`config.mk`:
```
export PLATFORM = sky130hd
export DESIGN_NAME = rpn_stack_calculator_flat
export DESIGN_NICKNAME = d
export VERILOG_FILES = /design/src/hw/rtl/rpn_pkg.sv /design/src/hw/rtl/rpn_if.sv /design/src/hw/rtl/rpn_ram.sv /design/src/hw/rtl/rpn_alu.sv /design/src/hw/rtl/rpn_stack_calculator.sv /design/src/flat_wrapper.sv
export SDC_FILE = /design/constraint.sdc
export NUM_CORES = 1
export LEC_CHECK = 0
export BUFFER_PORTS_ARGS = -buffer_cell sky130_fd_sc_hd__clkbuf_2
export CELL_PAD_IN_SITES_DETAIL_PLACEMENT = 1
export CELL_PAD_IN_SITES_GLOBAL_PLACEMENT = 1
export CORE_MARGIN = 1.5
export CORE_UTILIZATION = 25
export DETAILED_ROUTE_END_ITERATION = 10
export MAX_ROUTING_LAYER = met4
export PLACE_DENSITY_LB_ADDON = 0.15
export SLEW_MARGIN = 15
export SYNTH_ARGS = -nofsm -noshare
export SYNTH_HDL_FRONTEND = slang
export SYNTH_SLANG_ARGS = --single-unit
```
`constraint.sdc`:
```
create_clock -name clock -period 5.7 [get_ports clock]
set_clock_uncertainty 0.1 [all_clocks]
set_input_delay 1.14 -clock clock [delete_from_list [all_inputs] [get_ports clock]]
set_output_delay 1.14 -clock clock [all_outputs]
set_load 0.02 [all_outputs]
```
`src/hw/rtl/rpn_pkg.sv`:
```
// Shared constants, codes and types of the RPN stack calculator.
`timescale 1ns / 1ps
`default_nettype none

package rpn_pkg;

   localparam int WORD_W      = 32;
   localparam int CHAR_W      = 8;
   localparam int STATUS_W    = 2;
   localparam int STACK_DEPTH = 15;
   localparam int DEPTH_W     = $clog2(STACK_DEPTH + 1);
   localparam int ADDR_W      = $clog2(STACK_DEPTH);

   // result status codes
   localparam logic [STATUS_W-1:0] ST_VALUE     = 2'd0;
   localparam logic [STATUS_W-1:0] ST_OVERFLOW  = 2'd1;
   localparam logic [STATUS_W-1:0] ST_UNDERFLOW = 2'd2;
   localparam logic [STATUS_W-1:0] ST_DIVZERO   = 2'd3;

   // characters
   localparam logic [CHAR_W-1:0] CH_0     = 8'h30;
   localparam logic [CHAR_W-1:0] CH_9     = 8'h39;
   localparam logic [CHAR_W-1:0] CH_PLUS  = 8'h2B;
   localparam logic [CHAR_W-1:0] CH_MINUS = 8'h2D;
   localparam logic [CHAR_W-1:0] CH_STAR  = 8'h2A;
   localparam logic [CHAR_W-1:0] CH_SLASH = 8'h2F;
   localparam logic [CHAR_W-1:0] CH_EQ    = 8'h3D;
   localparam logic [CHAR_W-1:0] CH_SPACE = 8'h20;
   localparam logic [CHAR_W-1:0] CH_LF    = 8'h0A;

   typedef enum logic [1:0] {
      OP_ADD = 2'd0,
      OP_SUB = 2'd1,
      OP_MUL = 2'd2,
      OP_DIV = 2'd3
   } alu_op_type;

   typedef struct packed {
      logic       start;
      alu_op_type op;
   } alu_ctl_type;

endpackage

`default_nettype wire

```
`src/hw/rtl/rpn_if.sv`:
```
// Valid/ready channel interfaces for characters in and results out.
`timescale 1ns / 1ps
`default_nettype none

interface rpn_req_if import rpn_pkg::*; ();
   logic              valid;
   logic              ready;
   logic [CHAR_W-1:0] char_code;

   modport source (output valid, output char_code, input ready);
   modport sink   (input valid, input char_code, output ready);
endinterface

interface rpn_rsp_if import rpn_pkg::*; ();
   logic                     valid;
   logic                     ready;
   logic signed [WORD_W-1:0] value;
   logic [STATUS_W-1:0]      status;

   modport source (output valid, output value, output status, input ready);
   modport sink   (input valid, input value, input status, output ready);
endinterface

`default_nettype wire

```
`src/hw/rtl/rpn_ram.sv`:
```
// Generic single-write, single-read RAM with registered read data.
`timescale 1ns / 1ps
`default_nettype none

module rpn_ram #(
   parameter int WIDTH = 32,
   parameter int DEPTH = 16
) (
   input  wire logic                     clock,
   input  wire logic                     wr_en,
   input  wire logic [$clog2(DEPTH)-1:0] wr_addr,
   input  wire logic [WIDTH-1:0]         wr_data,
   input  wire logic                     rd_en,
   input  wire logic [$clog2(DEPTH)-1:0] rd_addr,
   output logic      [WIDTH-1:0]         rd_data
);

   logic [WIDTH-1:0] mem_ff [DEPTH];
   logic [WIDTH-1:0] rd_data_ff;

   always_ff @(posedge clock) begin
      if (wr_en) begin
         mem_ff[wr_addr] <= wr_data;
      end
      if (rd_en) begin
         rd_data_ff <= mem_ff[rd_addr];
      end
   end

   assign rd_data = rd_data_ff;

endmodule

`default_nettype wire

```
`src/hw/rtl/rpn_alu.sv`:
```
// Iterative ALU: one 33-bit adder shared by add, sub, shift-add multiply, restoring divide.
`timescale 1ns / 1ps
`default_nettype none

module rpn_alu import rpn_pkg::*; (
   input  wire logic              clock,
   input  wire logic              reset,
   input  wire alu_ctl_type       ctl,
   input  wire logic [WORD_W-1:0] a,
   input  wire logic [WORD_W-1:0] b,
   output logic                   done,
   output logic      [WORD_W-1:0] result
);

   localparam int CNT_W = $clog2(WORD_W);

   typedef enum logic [5:0] {
      A_IDLE   = 6'b000001,
      A_ADDSUB = 6'b000010,
      A_NEG_A  = 6'b000100,
      A_NEG_B  = 6'b001000,
      A_LOOP   = 6'b010000,
      A_FIX    = 6'b100000
   } alu_state_type;

   alu_state_type     state_ff, state_in;
   logic              done_ff, done_in;
   alu_op_type        op_ff, op_in;
   logic              neg_ff, neg_in;
   logic [CNT_W-1:0]  cnt_ff, cnt_in;
   logic [WORD_W-1:0] x_ff, x_in;     // multiplicand / divisor
   logic [WORD_W-1:0] y_ff, y_in;     // multiplier / dividend, then quotient
   logic [WORD_W-1:0] acc_ff, acc_in; // product / remainder

   logic [WORD_W:0]   add_p, add_q, sum;
   logic              add_cin;
   logic [WORD_W-1:0] rem_sh;
   logic              ge;

   // shared adder
   assign sum    = add_p + add_q + {{WORD_W{1'b0}}, add_cin};
   assign rem_sh = {acc_ff[WORD_W-2:0], y_ff[WORD_W-1]};
   assign ge     = ~sum[WORD_W];

   always_comb begin
      add_p   = '0;
      add_q   = '0;
      add_cin = 1'b0;
      case (state_ff)
         A_ADDSUB: begin
            add_p   = {1'b0, y_ff};
            add_q   = {1'b0, (op_ff == OP_SUB) ? ~x_ff : x_ff};
            add_cin = (op_ff == OP_SUB);
         end
         A_NEG_A: begin
            add_q   = {1'b0, ~y_ff};
            add_cin = 1'b1;
         end
         A_NEG_B: begin
            add_q   = {1'b0, ~x_ff};
            add_cin = 1'b1;
         end
         A_LOOP: begin
            if (op_ff == OP_MUL) begin
               add_p = {1'b0, acc_ff};
               add_q = {1'b0, x_ff};
            end else begin
               add_p   = {1'b0, rem_sh};
               add_q   = ~{1'b0, x_ff};
               add_cin = 1'b1;
            end
         end
         A_FIX: begin
            add_q   = {1'b0, ~y_ff};
            add_cin = 1'b1;
         end
         default: begin
            add_p = '0;
         end
      endcase
   end

   always_comb begin
      state_in = state_ff;
      done_in  = 1'b0;
      op_in    = op_ff;
      neg_in   = neg_ff;
      cnt_in   = cnt_ff;
      x_in     = x_ff;
      y_in     = y_ff;
      acc_in   = acc_ff;
      case (state_ff)
         A_IDLE: begin
            if (ctl.start) begin
               op_in  = ctl.op;
               neg_in = a[WORD_W-1] ^ b[WORD_W-1];
               cnt_in = '0;
               x_in   = b;
               y_in   = a;
               acc_in = '0;
               case (ctl.op)
                  OP_ADD, OP_SUB: state_in = A_ADDSUB;
                  OP_MUL:         state_in = A_LOOP;
                  default:        state_in = A_NEG_A;
               endcase
            end
         end
         A_ADDSUB: begin
            y_in     = sum[WORD_W-1:0];
            done_in  = 1'b1;
            state_in = A_IDLE;
         end
         A_NEG_A: begin
            if (y_ff[WORD_W-1]) begin
               y_in = sum[WORD_W-1:0];
            end
            state_in = A_NEG_B;
         end
         A_NEG_B: begin
            if (x_ff[WORD_W-1]) begin
               x_in = sum[WORD_W-1:0];
            end
            state_in = A_LOOP;
         end
         A_LOOP: begin
            if (op_ff == OP_MUL) begin
               if (y_ff[0]) begin
                  acc_in = sum[WORD_W-1:0];
               end
               x_in = {x_ff[WORD_W-2:0], 1'b0};
               y_in = {1'b0, y_ff[WORD_W-1:1]};
            end else begin
               acc_in = ge ? sum[WORD_W-1:0] : rem_sh;
               y_in   = {y_ff[WORD_W-2:0], ge};
            end
            cnt_in = cnt_ff + CNT_W'(1);
            if (cnt_ff == CNT_W'(WORD_W - 1)) begin
               if (op_ff == OP_MUL) begin
                  done_in  = 1'b1;
                  state_in = A_IDLE;
               end else begin
                  state_in = A_FIX;
               end
            end
         end
         A_FIX: begin
            if (neg_ff) begin
               y_in = sum[WORD_W-1:0];
            end
            done_in  = 1'b1;
            state_in = A_IDLE;
         end
         default: begin
            state_in = A_IDLE;
         end
      endcase
   end

   always_ff @(posedge clock) begin
      if (reset) begin
         state_ff <= A_IDLE;
         done_ff  <= 1'b0;
      end else begin
         state_ff <= state_in;
         done_ff  <= done_in;
      end
   end

   always_ff @(posedge clock) begin
      op_ff  <= op_in;
      neg_ff <= neg_in;
      cnt_ff <= cnt_in;
      x_ff   <= x_in;
      y_ff   <= y_in;
      acc_ff <= acc_in;
   end

   assign done   = done_ff;
   assign result = (op_ff == OP_MUL) ? acc_ff : y_ff;

endmodule

`default_nettype wire

```
`src/hw/rtl/rpn_stack_calculator.sv`:
```
// Top level of the RPN stack calculator: sequencer, operand stack and result register.
`timescale 1ns / 1ps
`default_nettype none

// Evaluates a Reverse Polish expression one ASCII character per transfer on a stack of
// 15 signed 32-bit words (wrapping arithmetic, division truncates toward zero). Digits push,
// + - * / combine the top two entries, = pops the top into a result transfer, newline clears
// the stack, everything else is ignored. Overflow, underflow and divide by zero produce a
// result with value 0 and an error status and clear the stack. The block takes one character
// at a time; req ready drops while a character is worked on. A divide by zero is seen only
// after both operands are read. Multiply and divide walk 32 bits through the shared adder of
// the ALU, one bit a cycle, and divide adds sign fix-up steps around that. Each operator reads
// its two operands out of the single-read-port stack RAM one after the other, the right one
// read from S_IDLE and the left one from S_RDR. A result waits in the output register while
// the next characters are taken; only a character that must produce a result while the
// previous one is still untaken waits for rsp ready.
module rpn_stack_calculator import rpn_pkg::*; (
   input wire logic  clock,
   input wire logic  reset,
   rpn_req_if.sink   req_chan,
   rpn_rsp_if.source rsp_chan
);

   typedef enum logic [5:0] {
      S_IDLE = 6'b000001, // take a character
      S_RDEQ = 6'b000010, // stack read for '=' in flight
      S_RDR  = 6'b000100, // right operand arriving, read left
      S_RDL  = 6'b001000, // left operand arriving, start ALU or flag divide by zero
      S_BUSY = 6'b010000, // wait for ALU, push result
      S_EMIT = 6'b100000  // hand pending result to output register
   } state_type;

   state_type            state_ff, state_in;
   logic [DEPTH_W-1:0]   depth_ff, depth_in;
   alu_op_type           op_ff, op_in;
   logic [WORD_W-1:0]    r_ff, r_in;
   logic [WORD_W-1:0]    pend_value_ff, pend_value_in;
   logic [STATUS_W-1:0]  pend_status_ff, pend_status_in;
   logic                 rsp_valid_ff, rsp_valid_in;
   logic [WORD_W-1:0]    rsp_value_ff, rsp_value_in;
   logic [STATUS_W-1:0]  rsp_status_ff, rsp_status_in;

   // stack RAM port
   logic                 wr_en;
   logic [ADDR_W-1:0]    wr_addr;
   logic [WORD_W-1:0]    wr_data;
   logic                 rd_en;
   logic [ADDR_W-1:0]    rd_addr;
   logic [WORD_W-1:0]    rd_data;

   // ALU
   alu_ctl_type          alu_ctl;
   logic                 alu_done;
   logic [WORD_W-1:0]    alu_result;

   logic                 accept;
   logic                 slot_free;
   logic [CHAR_W-1:0]    ch;

   assign accept    = req_chan.valid & req_chan.ready;
   assign slot_free = ~rsp_valid_ff | rsp_chan.ready;
   assign ch        = req_chan.char_code;

   rpn_ram #(
      .WIDTH (WORD_W),
      .DEPTH (STACK_DEPTH)
   ) u_stack (
      .clock   (clock),
      .wr_en   (wr_en),
      .wr_addr (wr_addr),
      .wr_data (wr_data),
      .rd_en   (rd_en),
      .rd_addr (rd_addr),
      .rd_data (rd_data)
   );

   rpn_alu u_alu (
      .clock  (clock),
      .reset  (reset),
      .ctl    (alu_ctl),
      .a      (rd_data),
      .b      (r_ff),
      .done   (alu_done),
      .result (alu_result)
   );

   always_comb begin
      state_in       = state_ff;
      depth_in       = depth_ff;
      op_in          = op_ff;
      r_in           = r_ff;
      pend_value_in  = pend_value_ff;
      pend_status_in = pend_status_ff;
      rsp_valid_in   = rsp_valid_ff & ~rsp_chan.ready;
      rsp_value_in   = rsp_value_ff;
      rsp_status_in  = rsp_status_ff;
      wr_en          = 1'b0;
      wr_addr        = ADDR_W'(depth_ff);
      wr_data        = alu_result;
      rd_en          = 1'b0;
      rd_addr        = ADDR_W'(depth_ff - DEPTH_W'(1)); // top of stack
      alu_ctl.start  = 1'b0;
      alu_ctl.op     = op_ff;

      case (state_ff)
         S_IDLE: begin
            if (accept) begin
               pend_value_in = '0;
               if (ch inside {[CH_0:CH_9]}) begin
                  if (depth_ff == DEPTH_W'(STACK_DEPTH)) begin
                     pend_status_in = ST_OVERFLOW;
                     depth_in       = '0;
                     state_in       = S_EMIT;
                  end else begin
                     wr_en    = 1'b1;
                     wr_data  = {{(WORD_W - 4){1'b0}}, ch[3:0]};
                     depth_in = depth_ff + DEPTH_W'(1);
                  end
               end else if (ch == CH_LF) begin
                  depth_in = '0;
               end else if (ch == CH_EQ) begin
                  if (depth_ff == '0) begin
                     pend_status_in = ST_UNDERFLOW;
                     state_in       = S_EMIT;
                  end else begin
                     rd_en    = 1'b1;
                     depth_in = depth_ff - DEPTH_W'(1);
                     state_in = S_RDEQ;
                  end
               end else if (ch inside {CH_PLUS, CH_MINUS, CH_STAR, CH_SLASH}) begin
                  case (ch)
                     CH_PLUS:  op_in = OP_ADD;
                     CH_MINUS: op_in = OP_SUB;
                     CH_STAR:  op_in = OP_MUL;
                     default:  op_in = OP_DIV;
                  endcase
                  if (depth_ff < DEPTH_W'(2)) begin
                     pend_status_in = ST_UNDERFLOW;
                     depth_in       = '0;
                     state_in       = S_EMIT;
                  end else begin
                     rd_en    = 1'b1;
                     state_in = S_RDR;
                  end
               end
               // space and anything else: no effect
            end
         end
         S_RDEQ: begin
            pend_value_in  = rd_data;
            pend_status_in = ST_VALUE;
            state_in       = S_EMIT;
         end
         S_RDR: begin
            r_in     = rd_data;
            rd_en    = 1'b1;
            rd_addr  = ADDR_W'(depth_ff - DEPTH_W'(2));
            state_in = S_RDL;
         end
         S_RDL: begin
            if (op_ff == OP_DIV && r_ff == '0) begin
               pend_value_in  = '0;
               pend_status_in = ST_DIVZERO;
               depth_in       = '0;
               state_in       = S_EMIT;
            end else begin
               alu_ctl.start = 1'b1;
               depth_in      = depth_ff - DEPTH_W'(2);
               state_in      = S_BUSY;
            end
         end
         S_BUSY: begin
            if (alu_done) begin
               wr_en    = 1'b1;
               depth_in = depth_ff + DEPTH_W'(1);
               state_in = S_IDLE;
            end
         end
         S_EMIT: begin
            if (slot_free) begin
               rsp_valid_in  = 1'b1;
               rsp_value_in  = pend_value_ff;
               rsp_status_in = pend_status_ff;
               state_in      = S_IDLE;
            end
         end
         default: begin
            state_in = S_IDLE;
         end
      endcase
   end

   always_ff @(posedge clock) begin
      if (reset) begin
         state_ff     <= S_IDLE;
         depth_ff     <= '0;
         rsp_valid_ff <= 1'b0;
      end else begin
         state_ff     <= state_in;
         depth_ff     <= depth_in;
         rsp_valid_ff <= rsp_valid_in;
      end
   end

   always_ff @(posedge clock) begin
      op_ff          <= op_in;
      r_ff           <= r_in;
      pend_value_ff  <= pend_value_in;
      pend_status_ff <= pend_status_in;
      rsp_value_ff   <= rsp_value_in;
      rsp_status_ff  <= rsp_status_in;
   end

   assign req_chan.ready  = (state_ff == S_IDLE);
   assign rsp_chan.valid  = rsp_valid_ff;
   assign rsp_chan.value  = rsp_value_ff;
   assign rsp_chan.status = rsp_status_ff;

endmodule

`default_nettype wire

```
`src/flat_wrapper.sv`:
```
// flat-port wrapper written by rule: the top's interface ports become plain ports
module rpn_stack_calculator_flat import rpn_pkg::*;
  (clock, reset, req_chan_valid, req_chan_char_code, req_chan_ready, rsp_chan_valid, rsp_chan_value, rsp_chan_status, rsp_chan_ready);
  rpn_req_if req_chan_i ();
  rpn_rsp_if rsp_chan_i ();
  input wire logic clock;
  input wire logic reset;
  input wire logic [$bits(req_chan_i.valid)-1:0] req_chan_valid;
  input wire logic [$bits(req_chan_i.char_code)-1:0] req_chan_char_code;
  output wire logic [$bits(req_chan_i.ready)-1:0] req_chan_ready;
  output wire logic [$bits(rsp_chan_i.valid)-1:0] rsp_chan_valid;
  output wire logic [$bits(rsp_chan_i.value)-1:0] rsp_chan_value;
  output wire logic [$bits(rsp_chan_i.status)-1:0] rsp_chan_status;
  input wire logic [$bits(rsp_chan_i.ready)-1:0] rsp_chan_ready;
  assign req_chan_i.valid = req_chan_valid;
  assign req_chan_i.char_code = req_chan_char_code;
  assign req_chan_ready = req_chan_i.ready;
  assign rsp_chan_valid = rsp_chan_i.valid;
  assign rsp_chan_value = rsp_chan_i.value;
  assign rsp_chan_status = rsp_chan_i.status;
  assign rsp_chan_i.ready = rsp_chan_ready;
  rpn_stack_calculator u_core (.clock(clock), .reset(reset), .req_chan(req_chan_i), .rsp_chan(rsp_chan_i));
endmodule
```
==> metrics.yaml <==
swShare_pct: 21.0
power.ir.vdd_worst_mv: 0.253
slew-limit-headroom_pct: 22.6
ioPinCount: 48
place.detailed.instances: 3932
core-area_mm2: 0.129
clk-insertion-delay-late_ns: 0.67
timing.final.max_slew_violations: 0
hold_viol: 0
initial_core_util_pct: 25.2
max-cap-violations: 0
synth_area_leaders: "edfxtp_1 (66%), mux4_2 (8.2%), nand2_1 (2.8%)"
synth_compound_gate_area_share_pct: 9.90
post-cts-setup-buffers: 0
antenna_left: 0
synth_simple_gate_area_share_pct: 7.38
power.share.sequential_pct: 50.2
worst_pin_slew_ns: 1.16
yosys-mux-area-fraction_pct: 10.5
clock_tree_root_driver_cell: "clkbuf_16"
synthMostInstantiatedCell: "edfxtp_1"
comb_power_share_pct: 1.9
setup-violations-final: 0
synth_top_family_by_area: "multiplexers"
timing.fmax_mhz: 192
p_leak_nw: 13.5
port_buf_inserts: 47
drcViolationCount: 0
via_count: 19694
layout-drive-gt1-share_pct: 18.8
timing.setup.critical_path_class: "flip-flop to flip-flop"
synth_top_area_cell: "edfxtp_1"
h-tree-depth: 3
start_kind: "flip-flop"
async_flop_share_pct: 0
synth_enable_flop_cells: 718
grt_pass1_wl_um: 153000
netlist.area_leader.share_pct: 66.3
yosys.area_share.adder_pct: 1.66
synth-main-ff-cell: "edfxtp_1"
post_synth_instance_area_mm2: 0.0325
post_synth_xor_area_fraction_pct: 0.996
p_clk_share_pct: 47.9
tritoncts: "built"
grt_max_degree: 106
die-area_mm2: 0.132
total_internal_power_mw: 9.30
grt_pass1_vias: 21182
crit_arrival_ns: 5.62
finalSetupTns_ns: 0
power_per_cell_area_mw_per_mm2: 307
synth.cells.most_frequent: "edfxtp_1 (718), nand2_1 (246), a21oi_1 (164)"
synth.lib_cells_used.distinct: 74
synth_sequential_area_ratio_pct: 67.4
hold_path_class: "flip-flop to flip-flop"
num-nets-final: 2334
status: "complete, no violations"
syn_inst: 2183
cts_repair_resize_count: 0
vias_per_cell: 4.81
numCtsBuffers: 88
detail_route.wl_per_cell_um: 25.6
die_width_um: 364
length_of_the_first_detailed_routing_pass_in_iterations: 5
globalRoute.totalOverflow: 0
gp_congestion: 0.810
floorplan.rows: 132
syn_avg_cell_area_um2: 14.9
syn-num-nets: 2237
number_of_antenna_violations_at_the_first_check_in_global_routing: 5
cts.hold.buffers_added: 0
period_needed_ns: 5.21
number_of_register_bits_inferred_by_synthesis: 736
cts_num_sinks: 736
crit_path_max_fanout: 16
final_period_util_pct: 91.3
area_growth_pct: 17.9
worst-endpoint-required_ns: 6.11
drt_iter0_drc: 1399
layoutNonFillerInstCount: 4094
drt-total-wl_um: 105000
power_switching_mw: 2.47
cts.clk_slew.worst_paths_ns: 0.06
grt_usage_pct: 16.4
cts.path.max_buffers: 3
floorplan.die.height_um: 364
grt_setup_unrepaired: "no"
hpwl_um: 65000
yosysWarningCount: 0
worst_setup_path_end_kind: "flip-flop"
[through the flow]
step	util, %	setup slack [ns]	power, mW	hold slack, ns	cell area (µm²)
2_1_floorplan	-	0.518	6.16	0.300	32500
3_3_place_gp	27.4	0.498	6.24	0.302	35400
3_5_place_dp	27.4	0.465	6.25	0.309	35400
4_1_cts	29.6	0.452	11.9	0.319	38300
5_1_grt	29.7	0.0923	12.2	0.326	38400
6_report	29.7	0.494	11.8	0.318	38400
[cells by family after synthesis]
logic type      after synthesis
flops                       736
simple gates                518
compound gates              491
mux                         191
buf+inv                     168
fa+ha+maj                    42
xor+xnor                     37
[area by class of cell]
class,count,area (µm²)
fill,13590,91000
sequential,736,21900
multi-input combinational,1279,10200
clock buffer,105,2310
tap,1742,2180
timing repair buffer,130,1010
clock inverter,55,581
inverter,45,169
antenna,2,5.00
[critical path, cell delays in order, from the launching register on]
cell,delay [ns]
dfxtp_1,0.34
or4_1,0.60
or3b_4,0.45
o21ai_0,0.16
nand2_1,0.08
o21ai_2,0.10
nand2_1,0.08
o221ai_1,0.10
fa_1,0.25
inv_1,0.07
fa_1,0.46
nand2b_1,0.18
a21oi_1,0.31
o21a_1,0.20
o311a_1,0.22
a211oi_2,0.09
o21bai_2,0.23
mux2i_4,0.34
buf_12,0.21
mux2_2,0.35
nor2_1,0.11
[sequential cells by signal (all words and copies together) (netlist names), 2 cells and up]
name	flops
u_core.depth_ff	4
u_core.op_ff	2
u_core.pend_status_ff	2
u_core.pend_value_ff	32
u_core.r_ff	32
u_core.rsp_chan.status	2
u_core.rsp_chan.value	32
u_core.state_ff	6
u_core.u_alu.acc_ff	32
u_core.u_alu.cnt_ff	5
u_core.u_alu.op_ff	2
u_core.u_alu.state_ff	6
u_core.u_alu.x_ff	32
u_core.u_alu.y_ff	32
u_core.u_stack.mem_ff	480
u_core.u_stack.rd_data	32
[path summary, 6_finish.rpt]
check                      startpoint                        end  slack [ns]  depth (start not counted)
max reg2reg  u_core.u_alu.state_ff[5]    u_core.u_alu.acc_ff[20]        0.49                         20
min reg2reg  u_core.pend_value_ff[31]  u_core.rsp_chan.value[31]        0.32                          0
max          u_core.u_alu.state_ff[5]    u_core.u_alu.acc_ff[20]        0.49                         20
min          u_core.pend_value_ff[31]  u_core.rsp_chan.value[31]        0.32                          0
[routing by layer]
layer / share of wire (%) / global-route usage, % / vias to the layer above
li1: - / - / 8729
met1: 48 / 22.5 / 10417
met2: 47 / 25.6 / 416
met3: 3.7 / 2.46 / 132
met4: 1.7 / 3.52 / 0
met5: 0 / - / -
[power groups by stage]
stage	logic [mW]	clock network, mW	registers [mW]
floorplan	0.151	0	6.01
global placement	0.227	0	6.02
detailed placement	0.230	0	6.02
CTS	0.230	5.81	5.90
global route	0.245	6.01	5.90
finish	0.223	5.64	5.90
[cells in the final DEF (no fill, tap or decap), types with 8 or more instances in the layout]
| cell type | Yosys | routed |
|---|---|---|
| a21boi_0 | 18 | 18 |
| a21o_1 | 50 | 50 |
| a21oi_1 | 164 | 154 |
| a21oi_2 | 0 | 9 |
| a222oi_1 | 14 | 14 |
| a22oi_1 | 16 | 16 |
| and2_1 | 42 | 42 |
| buf_12 | 0 | 12 |
| buf_4 | 4 | 71 |
| bufinv_16 | 0 | 9 |
| clkbuf_1 | 88 | 15 |
| clkbuf_16 | 0 | 90 |
| clkbuf_2 | 0 | 47 |
| clkinv_1 | 0 | 21 |
| clkinv_2 | 0 | 16 |
| dfxtp_1 | 18 | 18 |
| edfxtp_1 | 718 | 718 |
| ha_1 | 40 | 40 |
| inv_1 | 45 | 45 |
| mux2i_1 | 66 | 66 |
| mux4_2 | 118 | 118 |
| nand2_1 | 246 | 246 |
| nand2b_1 | 13 | 12 |
| nand3_1 | 14 | 13 |
| nand3b_1 | 8 | 8 |
| nor2_1 | 113 | 96 |
| nor2_4 | 0 | 16 |
| nor2b_1 | 13 | 11 |
| nor3_1 | 9 | 9 |
| nor4_1 | 15 | 14 |
| o21a_1 | 28 | 27 |
| o21ai_0 | 88 | 88 |
| o221ai_1 | 48 | 48 |
| xnor2_1 | 19 | 18 |
| xor2_1 | 18 | 17 |
Power figures use the tool's default switching activity.
